**config.mk**
```make
export PLATFORM = sky130hd
export DESIGN_NAME = sha1_byte_stream_hasher_core
export DESIGN_NICKNAME = d
export VERILOG_FILES = /design/src/hdl/sha1bsh_pkg.sv /design/src/hdl/sha1_byte_stream_hasher_core.sv /design/src/hdl/sha1bsh_round.sv /design/src/hdl/sha1bsh_schedule.sv
export SDC_FILE = /design/constraint.sdc
export NUM_CORES = 2
export LEC_CHECK = 0
export BUFFER_PORTS_ARGS = -buffer_cell sky130_fd_sc_hd__buf_2
export CORE_MARGIN = 3
export CORE_UTILIZATION = 40
export DETAILED_ROUTE_END_ITERATION = 10
export PLACE_DENSITY = 0.53
export RECOVER_POWER = 25
export SETUP_SLACK_MARGIN = 0.3
export SYNTH_ARGS = -nofsm -noshare
export SYNTH_HDL_FRONTEND = slang
export SYNTH_SLANG_ARGS = --single-unit
export TNS_END_PERCENT = 5
```
**constraint.sdc**
```tcl
create_clock -name clk -period 30.9 [get_ports clk]
set_input_delay 6.18 -clock clk [delete_from_list [all_inputs] [get_ports clk]]
set_output_delay 6.18 -clock clk [all_outputs]
set_load 0.01 [all_outputs]
```
**src/hdl/sha1bsh_pkg.sv**
```systemverilog
// Package of the SHA-1 byte stream hasher: opcodes, status codes, constants and types.
// It depends on nothing; every module of the block imports it.
package sha1bsh_pkg;

    localparam logic [1:0] OP_START  = 2'd0;
    localparam logic [1:0] OP_DATA   = 2'd1;
    localparam logic [1:0] OP_FINISH = 2'd2;

    localparam logic [1:0] ST_OK       = 2'd0;
    localparam logic [1:0] ST_OVERFLOW = 2'd1;
    localparam logic [1:0] ST_DONE     = 2'd2;

    localparam logic [31:0] H_INIT [5] = '{
        32'h67452301, 32'hEFCDAB89, 32'h98BADCFE, 32'h10325476, 32'hC3D2E1F0
    };

    localparam logic [31:0] K_0 = 32'h5A827999;
    localparam logic [31:0] K_1 = 32'h6ED9EBA1;
    localparam logic [31:0] K_2 = 32'h8F1BBCDC;
    localparam logic [31:0] K_3 = 32'hCA62C1D6;

    localparam logic [7:0]  PAD_BYTE    = 8'h80;
    localparam logic [5:0]  LEN_FILL    = 6'd56;
    localparam logic [5:0]  FILL_LAST   = 6'd63;
    localparam logic [6:0]  ROUND_LAST  = 7'd79;
    localparam logic [6:0]  ROUND_EXPAND = 7'd16;
    localparam logic [2:0]  WORD_LAST   = 3'd4;
    localparam logic [63:0] LEN_WRAP    = 64'hFFFF_FFFF_FFFF_FFF8;

    typedef struct packed {
        logic [31:0] a;
        logic [31:0] b;
        logic [31:0] c;
        logic [31:0] d;
        logic [31:0] e;
    } work_t;

    typedef struct packed {
        logic       push;
        logic [7:0] push_byte;
        logic       step;
        logic       expand;
    } sched_ctrl_t;

endpackage

```
**src/hdl/sha1_byte_stream_hasher_core.sv**
```systemverilog
// A data item that completes a block is followed by the 80 rounds and the fold before the next item is taken.
// A first finish pads one byte per cycle, pausing while a full block is compressed, and runs one or two
// compressions, then shows five items. A repeated finish shows its five items, an error finish its single item,
// from the next cycle, one per cycle while out_stall is low. The shared round unit does one round per cycle.
// Reset is asynchronous and clears control state and loads the initial chaining words.
module sha1_byte_stream_hasher_core import sha1bsh_pkg::*; (
    input  logic        clk,
    input  logic        rst_n,
    input  logic        in_valid,
    output logic        in_stall,
    input  logic [1:0]  opcode,
    input  logic [7:0]  data_byte,
    output logic        out_valid,
    input  logic        out_stall,
    output logic [1:0]  status,
    output logic [31:0] digest_word,
    output logic [2:0]  word_index,
    output logic        last
);

    typedef enum logic [5:0] {
        S_IDLE = 6'b000001,
        S_PAD  = 6'b000010,
        S_LEN  = 6'b000100,
        S_COMP = 6'b001000,
        S_FOLD = 6'b010000,
        S_OUT  = 6'b100000
    } state_t;

    state_t      state_reg, state_next;
    logic [31:0] h_reg [5];
    logic [31:0] h_next [5];
    work_t       work_reg, work_next, work_round;
    logic [6:0]  t_reg, t_next;
    logic [5:0]  fill_reg, fill_next;
    logic [63:0] bitlen_reg, bitlen_next;
    logic        finished_reg, finished_next;
    logic [1:0]  err_reg, err_next;
    logic        finishing_reg, finishing_next;
    logic        first_pad_reg, first_pad_next;
    logic [2:0]  len_idx_reg, len_idx_next;
    logic        len_done_reg, len_done_next;
    logic [2:0]  out_idx_reg, out_idx_next;
    logic        out_err_reg, out_err_next;
    logic        push_en;
    logic [7:0]  push_data;
    logic [31:0] w;
    sched_ctrl_t sched_ctrl;

    assign in_stall    = (state_reg != S_IDLE);
    assign out_valid   = (state_reg == S_OUT);
    assign status      = out_err_reg ? err_reg : ST_OK;
    assign digest_word = out_err_reg ? 32'd0 : h_reg[out_idx_reg];
    assign word_index  = out_err_reg ? 3'd0 : out_idx_reg;
    assign last        = out_err_reg || (out_idx_reg == WORD_LAST);

    assign sched_ctrl.push      = push_en;
    assign sched_ctrl.push_byte = push_data;
    assign sched_ctrl.step      = (state_reg == S_COMP);
    assign sched_ctrl.expand    = (t_reg >= ROUND_EXPAND);

    sha1bsh_schedule u_schedule (
        .clk  (clk),
        .ctrl (sched_ctrl),
        .w    (w)
    );

    sha1bsh_round u_round (
        .cur   (work_reg),
        .w     (w),
        .round (t_reg),
        .nxt   (work_round)
    );

    always_comb
    begin
        state_next     = state_reg;
        h_next         = h_reg;
        work_next      = work_reg;
        t_next         = t_reg;
        fill_next      = fill_reg;
        bitlen_next    = bitlen_reg;
        finished_next  = finished_reg;
        err_next       = err_reg;
        finishing_next = finishing_reg;
        first_pad_next = first_pad_reg;
        len_idx_next   = len_idx_reg;
        len_done_next  = len_done_reg;
        out_idx_next   = out_idx_reg;
        out_err_next   = out_err_reg;
        push_en        = 1'b0;
        push_data      = data_byte;

        case (state_reg)
            S_IDLE:
            begin
                if (in_valid)
                begin
                    case (opcode)
                        OP_START:
                        begin
                            h_next        = H_INIT;
                            fill_next     = 6'd0;
                            bitlen_next   = 64'd0;
                            finished_next = 1'b0;
                            err_next      = ST_OK;
                        end
                        OP_DATA:
                        begin
                            if (finished_reg)
                            begin
                                err_next = ST_DONE;
                            end
                            else if (err_reg == ST_OK)
                            begin
                                bitlen_next = bitlen_reg + 64'd8;
                                if (bitlen_reg == LEN_WRAP)
                                begin
                                    err_next = ST_OVERFLOW;
                                end
                                push_en   = 1'b1;
                                push_data = data_byte;
                            end
                        end
                        OP_FINISH:
                        begin
                            out_idx_next = 3'd0;
                            if (err_reg != ST_OK)
                            begin
                                out_err_next = 1'b1;
                                state_next   = S_OUT;
                            end
                            else if (finished_reg)
                            begin
                                out_err_next = 1'b0;
                                state_next   = S_OUT;
                            end
                            else
                            begin
                                finishing_next = 1'b1;
                                first_pad_next = 1'b1;
                                len_idx_next   = 3'd0;
                                len_done_next  = 1'b0;
                                state_next     = S_PAD;
                            end
                        end
                        default:
                        begin
                        end
                    endcase
                end
            end
            S_PAD:
            begin
                if (first_pad_reg)
                begin
                    first_pad_next = 1'b0;
                    push_en        = 1'b1;
                    push_data      = PAD_BYTE;
                end
                else if (fill_reg == LEN_FILL)
                begin
                    state_next = S_LEN;
                end
                else
                begin
                    push_en   = 1'b1;
                    push_data = 8'd0;
                end
            end
            S_LEN:
            begin
                push_en      = 1'b1;
                push_data    = bitlen_reg[{~len_idx_reg, 3'b000} +: 8];
                len_idx_next = len_idx_reg + 3'd1;
                if (len_idx_reg == 3'd7)
                begin
                    len_done_next = 1'b1;
                end
            end
            S_COMP:
            begin
                work_next = work_round;
                t_next    = t_reg + 7'd1;
                if (t_reg == ROUND_LAST)
                begin
                    state_next = S_FOLD;
                end
            end
            S_FOLD:
            begin
                h_next[0] = h_reg[0] + work_reg.a;
                h_next[1] = h_reg[1] + work_reg.b;
                h_next[2] = h_reg[2] + work_reg.c;
                h_next[3] = h_reg[3] + work_reg.d;
                h_next[4] = h_reg[4] + work_reg.e;
                if (!finishing_reg)
                begin
                    state_next = S_IDLE;
                end
                else if (len_done_reg)
                begin
                    finishing_next = 1'b0;
                    len_done_next  = 1'b0;
                    bitlen_next    = 64'd0;
                    finished_next  = 1'b1;
                    out_idx_next   = 3'd0;
                    out_err_next   = 1'b0;
                    state_next     = S_OUT;
                end
                else
                begin
                    state_next = S_PAD;
                end
            end
            S_OUT:
            begin
                if (!out_stall)
                begin
                    if (last)
                    begin
                        state_next = S_IDLE;
                    end
                    else
                    begin
                        out_idx_next = out_idx_reg + 3'd1;
                    end
                end
            end
            default:
            begin
                state_next = S_IDLE;
            end
        endcase

        if (push_en)
        begin
            fill_next = fill_reg + 6'd1;
            if (fill_reg == FILL_LAST)
            begin
                state_next  = S_COMP;
                t_next      = 7'd0;
                work_next.a = h_reg[0];
                work_next.b = h_reg[1];
                work_next.c = h_reg[2];
                work_next.d = h_reg[3];
                work_next.e = h_reg[4];
            end
        end
    end

    always_ff @(posedge clk or negedge rst_n)
    begin
        if (!rst_n)
        begin
            state_reg     <= S_IDLE;
            h_reg         <= H_INIT;
            t_reg         <= 7'd0;
            fill_reg      <= 6'd0;
            bitlen_reg    <= 64'd0;
            finished_reg  <= 1'b0;
            err_reg       <= ST_OK;
            finishing_reg <= 1'b0;
            first_pad_reg <= 1'b0;
            len_idx_reg   <= 3'd0;
            len_done_reg  <= 1'b0;
            out_idx_reg   <= 3'd0;
            out_err_reg   <= 1'b0;
        end
        else
        begin
            state_reg     <= state_next;
            h_reg         <= h_next;
            t_reg         <= t_next;
            fill_reg      <= fill_next;
            bitlen_reg    <= bitlen_next;
            finished_reg  <= finished_next;
            err_reg       <= err_next;
            finishing_reg <= finishing_next;
            first_pad_reg <= first_pad_next;
            len_idx_reg   <= len_idx_next;
            len_done_reg  <= len_done_next;
            out_idx_reg   <= out_idx_next;
            out_err_reg   <= out_err_next;
        end
    end

    always_ff @(posedge clk)
    begin
        work_reg <= work_next;
    end

endmodule

```
**src/hdl/sha1bsh_round.sv**
```systemverilog
// One SHA-1 round: the shared adder chain and round function used for all 80 rounds.
// It depends on sha1bsh_pkg for the working-variable type and the round constants.
module sha1bsh_round import sha1bsh_pkg::*; (
    input  work_t       cur,
    input  logic [31:0] w,
    input  logic [6:0]  round,
    output work_t       nxt
);

    logic [31:0] f;
    logic [31:0] k;
    logic [31:0] temp;

    always_comb
    begin
        if (round < 7'd20)
        begin
            f = (cur.b & cur.c) | (~cur.b & cur.d);
            k = K_0;
        end
        else if (round < 7'd40)
        begin
            f = cur.b ^ cur.c ^ cur.d;
            k = K_1;
        end
        else if (round < 7'd60)
        begin
            f = (cur.b & cur.c) | (cur.b & cur.d) | (cur.c & cur.d);
            k = K_2;
        end
        else
        begin
            f = cur.b ^ cur.c ^ cur.d;
            k = K_3;
        end
    end

    assign temp  = {cur.a[26:0], cur.a[31:27]} + f + cur.e + k + w;
    assign nxt.a = temp;
    assign nxt.b = cur.a;
    assign nxt.c = {cur.b[1:0], cur.b[31:2]};
    assign nxt.d = cur.c;
    assign nxt.e = cur.d;

endmodule

```
**src/hdl/sha1bsh_schedule.sv**
```systemverilog
// Message block and rolling schedule window as one 16-word shift line.
// It depends on sha1bsh_pkg for the control struct.
module sha1bsh_schedule import sha1bsh_pkg::*; (
    input  logic        clk,
    input  sched_ctrl_t ctrl,
    output logic [31:0] w
);

    logic [31:0] win_reg [16];
    logic [31:0] mix;

    assign mix = win_reg[13] ^ win_reg[8] ^ win_reg[2] ^ win_reg[0];
    assign w   = ctrl.expand ? {mix[30:0], mix[31]} : win_reg[0];

    always_ff @(posedge clk)
    begin
        if (ctrl.push)
        begin
            for (int i = 0; i < 15; i++)
            begin
                win_reg[i] <= {win_reg[i][23:0], win_reg[i + 1][31:24]};
            end
            win_reg[15] <= {win_reg[15][23:0], ctrl.push_byte};
        end
        else if (ctrl.step)
        begin
            for (int i = 0; i < 15; i++)
            begin
                win_reg[i] <= win_reg[i + 1];
            end
            win_reg[15] <= w;
        end
    end

endmodule

```
### After elaboration in Yosys (flattened, before gate mapping)

Memory sizes are Yosys's and may differ from the RTL's.
Cells that the tools add are included.
Widths: inputs -> output; s select.

| storage, ports and cells | value |
|---|---|
| output and inout port bits | 40 |
| RAM bits | 512 |
| bits in registers | 416 |
| memories kept | 1 |

| operators by class | value |
|---|---|
| bitwise operators | 31 |
| muxes and demuxes | 121 |
| reductions and logical operators | 24 |
| shift operators | 1 |
| order comparisons | 5 |
| $add $sub $neg | 14 |
| eq/ne operators | 31 |

Memories:

| name | depth | width | read ports | clocked after memory_dff | wr ports | line | source |
|---|---|---|---|---|---|---|---|
| u_schedule.win_reg | 16 | 32 | 16 | 0 | 16 | sha1bsh_schedule.sv:9 | `logic [31:0] win_reg [16];` |

Operators with widths:

| cell | number |
|---|---|
| $mux 160 | 5 |
| $mux 32 | 25 |
| $mux 64 | 5 |
| $pmux 160 s2 | 1 |
| $add 32x32->32 | 9 |
| $pmux 64 s2 | 2 |
| $xor 32x32->32 | 5 |
| $and 32x32->32 | 4 |
| $mux 6 | 17 |
| $bmux 32 s3 | 1 |
| $or 32x32->32 | 3 |
| $add 64x4->64 const B | 1 |
| $eq 64x64->1 const B | 1 |
| $shiftx 64x7->8 | 1 |
| $pmux 6 s6 | 1 |
| $mux 1 | 33 |
| $mux 3 | 11 |
| $not 32->32 | 1 |
| $mux 31 | 1 |
| $reduce_and 5->1 | 5 |
| $mux 7 | 3 |
| $reduce_and 7->1 | 3 |
| $eq 6x6->1 const B | 3 |
| $ne 2x2->1 const B | 9 |
| 37 further kinds | 77 |

### Longest topological paths before layout

| logic depth | value |
|---|---|
| depth in word-level cells | 13 |
| depth in mapped cells | 26 |
| depth with buffers taken out | 24 |

### Modules after synthesis

A second synthesis with hierarchy kept.

| unflattened totals | value |
|---|---|
| cell total of the unflattened synthesis | 5211 |
| area total of the unflattened synthesis | 57172.3 um^2 |

Modules (own cells, without submodules):

| module | cells each | times used | area an instance (um^2) | seq. area each (um^2) |
|---|---|---|---|---|
| sha1_byte_stream_hasher_core | 3148 | 1 | 26280.2 | 9635.5 |
| sha1bsh_schedule | 1293 | 1 | 24308.3 | 15374.7 |
| sha1bsh_round | 770 | 1 | 6583.8 | 0.0 |

### Worst setup path before layout

Ideal clock, no wire load.

| timing path | value |
|---|---|
| path type | input -> register |
| start | input opcode[0] |
| end | memory u_schedule.win_reg[0][0], enable pin |
| data required time | 27.268 ns |
| cell stages on the path | 8 |
| setup time | 3.632 ns |
| path buffers | 4 |
| path slack | 11.504 ns |
| arrival time | 15.763 ns |
| path through | clkbuf_1 > nor2b_1 > nand3b_1 > buf_4 > and3_1 > clkbuf_1 > clkbuf_1 > nand2_1 |

RTL lines:

| item | line | source |
|---|---|---|
| from (decl) | sha1_byte_stream_hasher_core.sv:11 | `input logic [1:0] opcode,` |
| to (decl) | sha1bsh_schedule.sv:9 |  |

==> results.md <==
* Status: finished, violations left
* Failing checks: capacitance limit, slew limit
* Startpoint Class: input pin
* Max reg flops at 512
* Post-synth EDFFs at 512
* Kind of end point of the critical path: async pin
* Multi-input logic area at 0.0272 mm^2
* Syn Nets at 6318
* Detailed-router iteration count before antenna repair at 5
* Fmax at 0.0881 GHz
* Final Hold Viols at 0
* CP arrival at 11.40 ns
* Slowest-stage cell, CP: clkbuf_1
* Prevailing post-synth register cell: edfxtp_1
* Post-synthesis register bit count at 925
* CTS tree: built
* Fraction of layout cells with a size suffix above 1 at 7.43%
* CP top delay family: buffers and inverters
* Routed len/inst at 20.2 um
* Clock root buffer: clkbuf_16
* Sequential share of the synthesized area at 46.2%
* Slew at the pin closest to its max-slew limit at 4.36 ns
* Leak at 25.3 nW
* CTS clk-pin slew, worst paths at 0.06 ns
* IO Pins at 54
* CP Max Fanout at 53
* Nets at 6242
* Post-DR vias/cell at 5.42
* GR Overflow Total at 0
* Tcrit/Tclk final at 36.7%
* Final Util at 44.3%
* Initial Util at 40.4%
* Row count at 134
* # setup viols final at 0
* First-pass GRT wire length at 243000 um
* Post-layout min period at 11.35 ns
* Initial antenna violation count at 3
* CP Class: in -> async
* Worst Path Required at 30.95 ns
* Netlist cell types at 90
* Die ar. at 0.140 mm^2
* Slew Limit Fails at 537
* Area delta synth->final at 9.46%
* Hold buffers post-CTS at 0
* Maximum VDD drop at 0.0431 mV
* Number of max-cap violations at 8
* Worst path bufs/invs at 2
* Hpwl dp at 106000 um
* PostCTS Resize Cnt at 0
* Yosys Warn Count at 0
* Worst-skew pair later-pin latency at 0.73 ns
* # clock sinks at 925
* Setup TNS at 0 ns
* RSZ-0062 raised after global routing: false
* CP peak stage delay at 2.56 ns
* Starting DRT DRC Count at 3555
* Depth of the CTS H-tree at 3
* Syn_area_per_cell at 9.07 um^2
* DR vias at 42100
* Post-Syn Instances at 5977
* # diodes at 0
* Cts bufs inserted at 108
* Routed Antenna Nets at 0
* Chip Width at 374 um
* CP Cell Sequence: clkbuf_1, clkbuf_1
* Core footprint at 0.134 mm^2
* Post-CTS Setup Repair Bufs at 0
* Gpl congestion at 0.882
* Mapped Area at 0.0542 mm^2
* Cell Pwr Density at 62.0 mW/mm^2
* Clock Tree Buf Depth at 3
* Rel. slew slack at -191%
* Overall Global Routing Usage at 22.0%
* FILL cells at 13000
* Worst Skew at 0.0298 ns
* Largest net degree at the start of global routing at 201
* Worst Hold Class: reg -> reg
* Drc violations at 0
* Register area at 0.0250 mm^2
* Cell repeated most along the worst path: clkbuf_1
* Die Height at 374 um
* Vias in the first global route at 40400
* Async set-or-reset flop fraction in the synthesized netlist at 27.4%
* Final WL at 157000 um
* I/O Buffers at 53
## kinds of logic (layout without fill, tap and decap cells)
kind of cell / after synthesis / count (layout) / share of synthesized area [%]
AO/OA/AOI/OAI: 1060 / 1060 / 12.1
XOR/XNOR: 305 / 305 / 4.93
adder cells (fa/ha/maj): 327 / 327 / 9.17
buffers and inverters: 494 / 510 / 3.72
flip-flops: 925 / 925 / 46.2
multiplexers: 122 / 122 / 3.36
AND/OR/NAND/NOR: 2744 / 2744 / 20.6
## cells in the mapped netlist (all sizes together), types with 46 or more instances
cell type	count	area, um^2
nand2	1962	7370
edfxtp	512	15400
nor2	408	1540
a21oi	294	1480
o21ai	277	1390
clkbuf	237	890
ha	210	2630
xnor2	207	1810
inv	198	743
dfrtp	172	4300
dfxtp	160	3200
a31oi	152	951
fa	117	2340
nand3	108	558
xor2	98	858
a21o	82	616
dfstp	81	2130
nor3	61	333
buf	57	375
mux2i	46	460
## power by group
group          total, W  switching [W]  leakage (nW)  internal (W)
clock network   0.00126       0.000545          1.66      0.000714
registers       0.00155       0.000103          9.12       0.00145
logic          0.000872       0.000538          14.5      0.000334
total           0.00368        0.00119          25.3       0.00249
## area by class of cell
cell class	instances	share of cell area [%]
Multi-Input combinational cell	4558	45.9
Sequential cell	925	42.2
Clock buffer	159	5.12
Tap cell	1768	3.73
Inverter	200	1.27
Timing Repair Buffer	108	1.16
Clock inverter	43	0.629
## stage by stage
| stage | power, W | worst slack [ns] | instance area [um^2] | cells | hold WS, ns |
|---|---|---|---|---|---|
| finish | 0.00368 | 19.55 | 59300 | 7761 | 0.500 |
| global route | 0.00387 | 18.99 | 59300 | 7761 | 0.523 |
| CTS | 0.00372 | 20.67 | 59400 | 7761 | 0.500 |
| detailed placement | 0.00244 | 19.88 | 55900 | 7559 | 0.471 |
| global placement | 0.00244 | 19.91 | 55900 | 7559 | 0.463 |
| floorplan | 0.00221 | 11.50 | 54200 | 5977 | 0.449 |
## layer usage
layer  up-vias  global-route usage [%]  routed length, um
li1      20300                       -                  -
met1     20700                    31.3              72900
met2       903                    35.7              73400
met3       200                    2.72               6880
met4         0                    5.70               3800
met5         -                       0                  0
## layout by cell type, fill, tap and decap left out, types with 16 or more instances in the layout
cell	count
dfrtp_1	169
a22oi_1	34
nor3_1	56
mux2i_1	46
o31ai_1	18
and3_1	42
a211oi_1	20
ha_1	210
nor2b_1	30
a31oi_1	152
mux2_2	31
a21o_1	82
o21a_1	16
nor2_1	404
xor2_1	98
buf_4	46
edfxtp_1	512
mux4_2	45
xnor2_1	207
dfxtp_1	160
fa_1	117
o21ai_0	276
o21bai_1	26
nand2_1	1958
dfstp_2	81
nand2b_1	24
buf_2	51
nand4_1	22
or3_1	30
a221o_1	18
clkbuf_1	47
a21oi_1	293
inv_1	198
nand3_1	105
clkbuf_16	110
clkinv_1	19
## final timing paths
kind                         startpoint                         to  slack, ns  cells past startpoint
min in group asynchronous         rst_n                  h_reg[63]       6.68                      1
max                               rst_n                  h_reg[39]      19.55                      2
max in group clk              opcode[1]  u_schedule.win_reg[3][12]      20.58                      8
max reg2reg                state_reg[2]              work_reg[123]      21.48                      6
min reg2reg                work_reg[25]               work_reg[25]       0.50                      2
min                        work_reg[25]               work_reg[25]       0.50                      2
(Power assumes the default switching activity.)
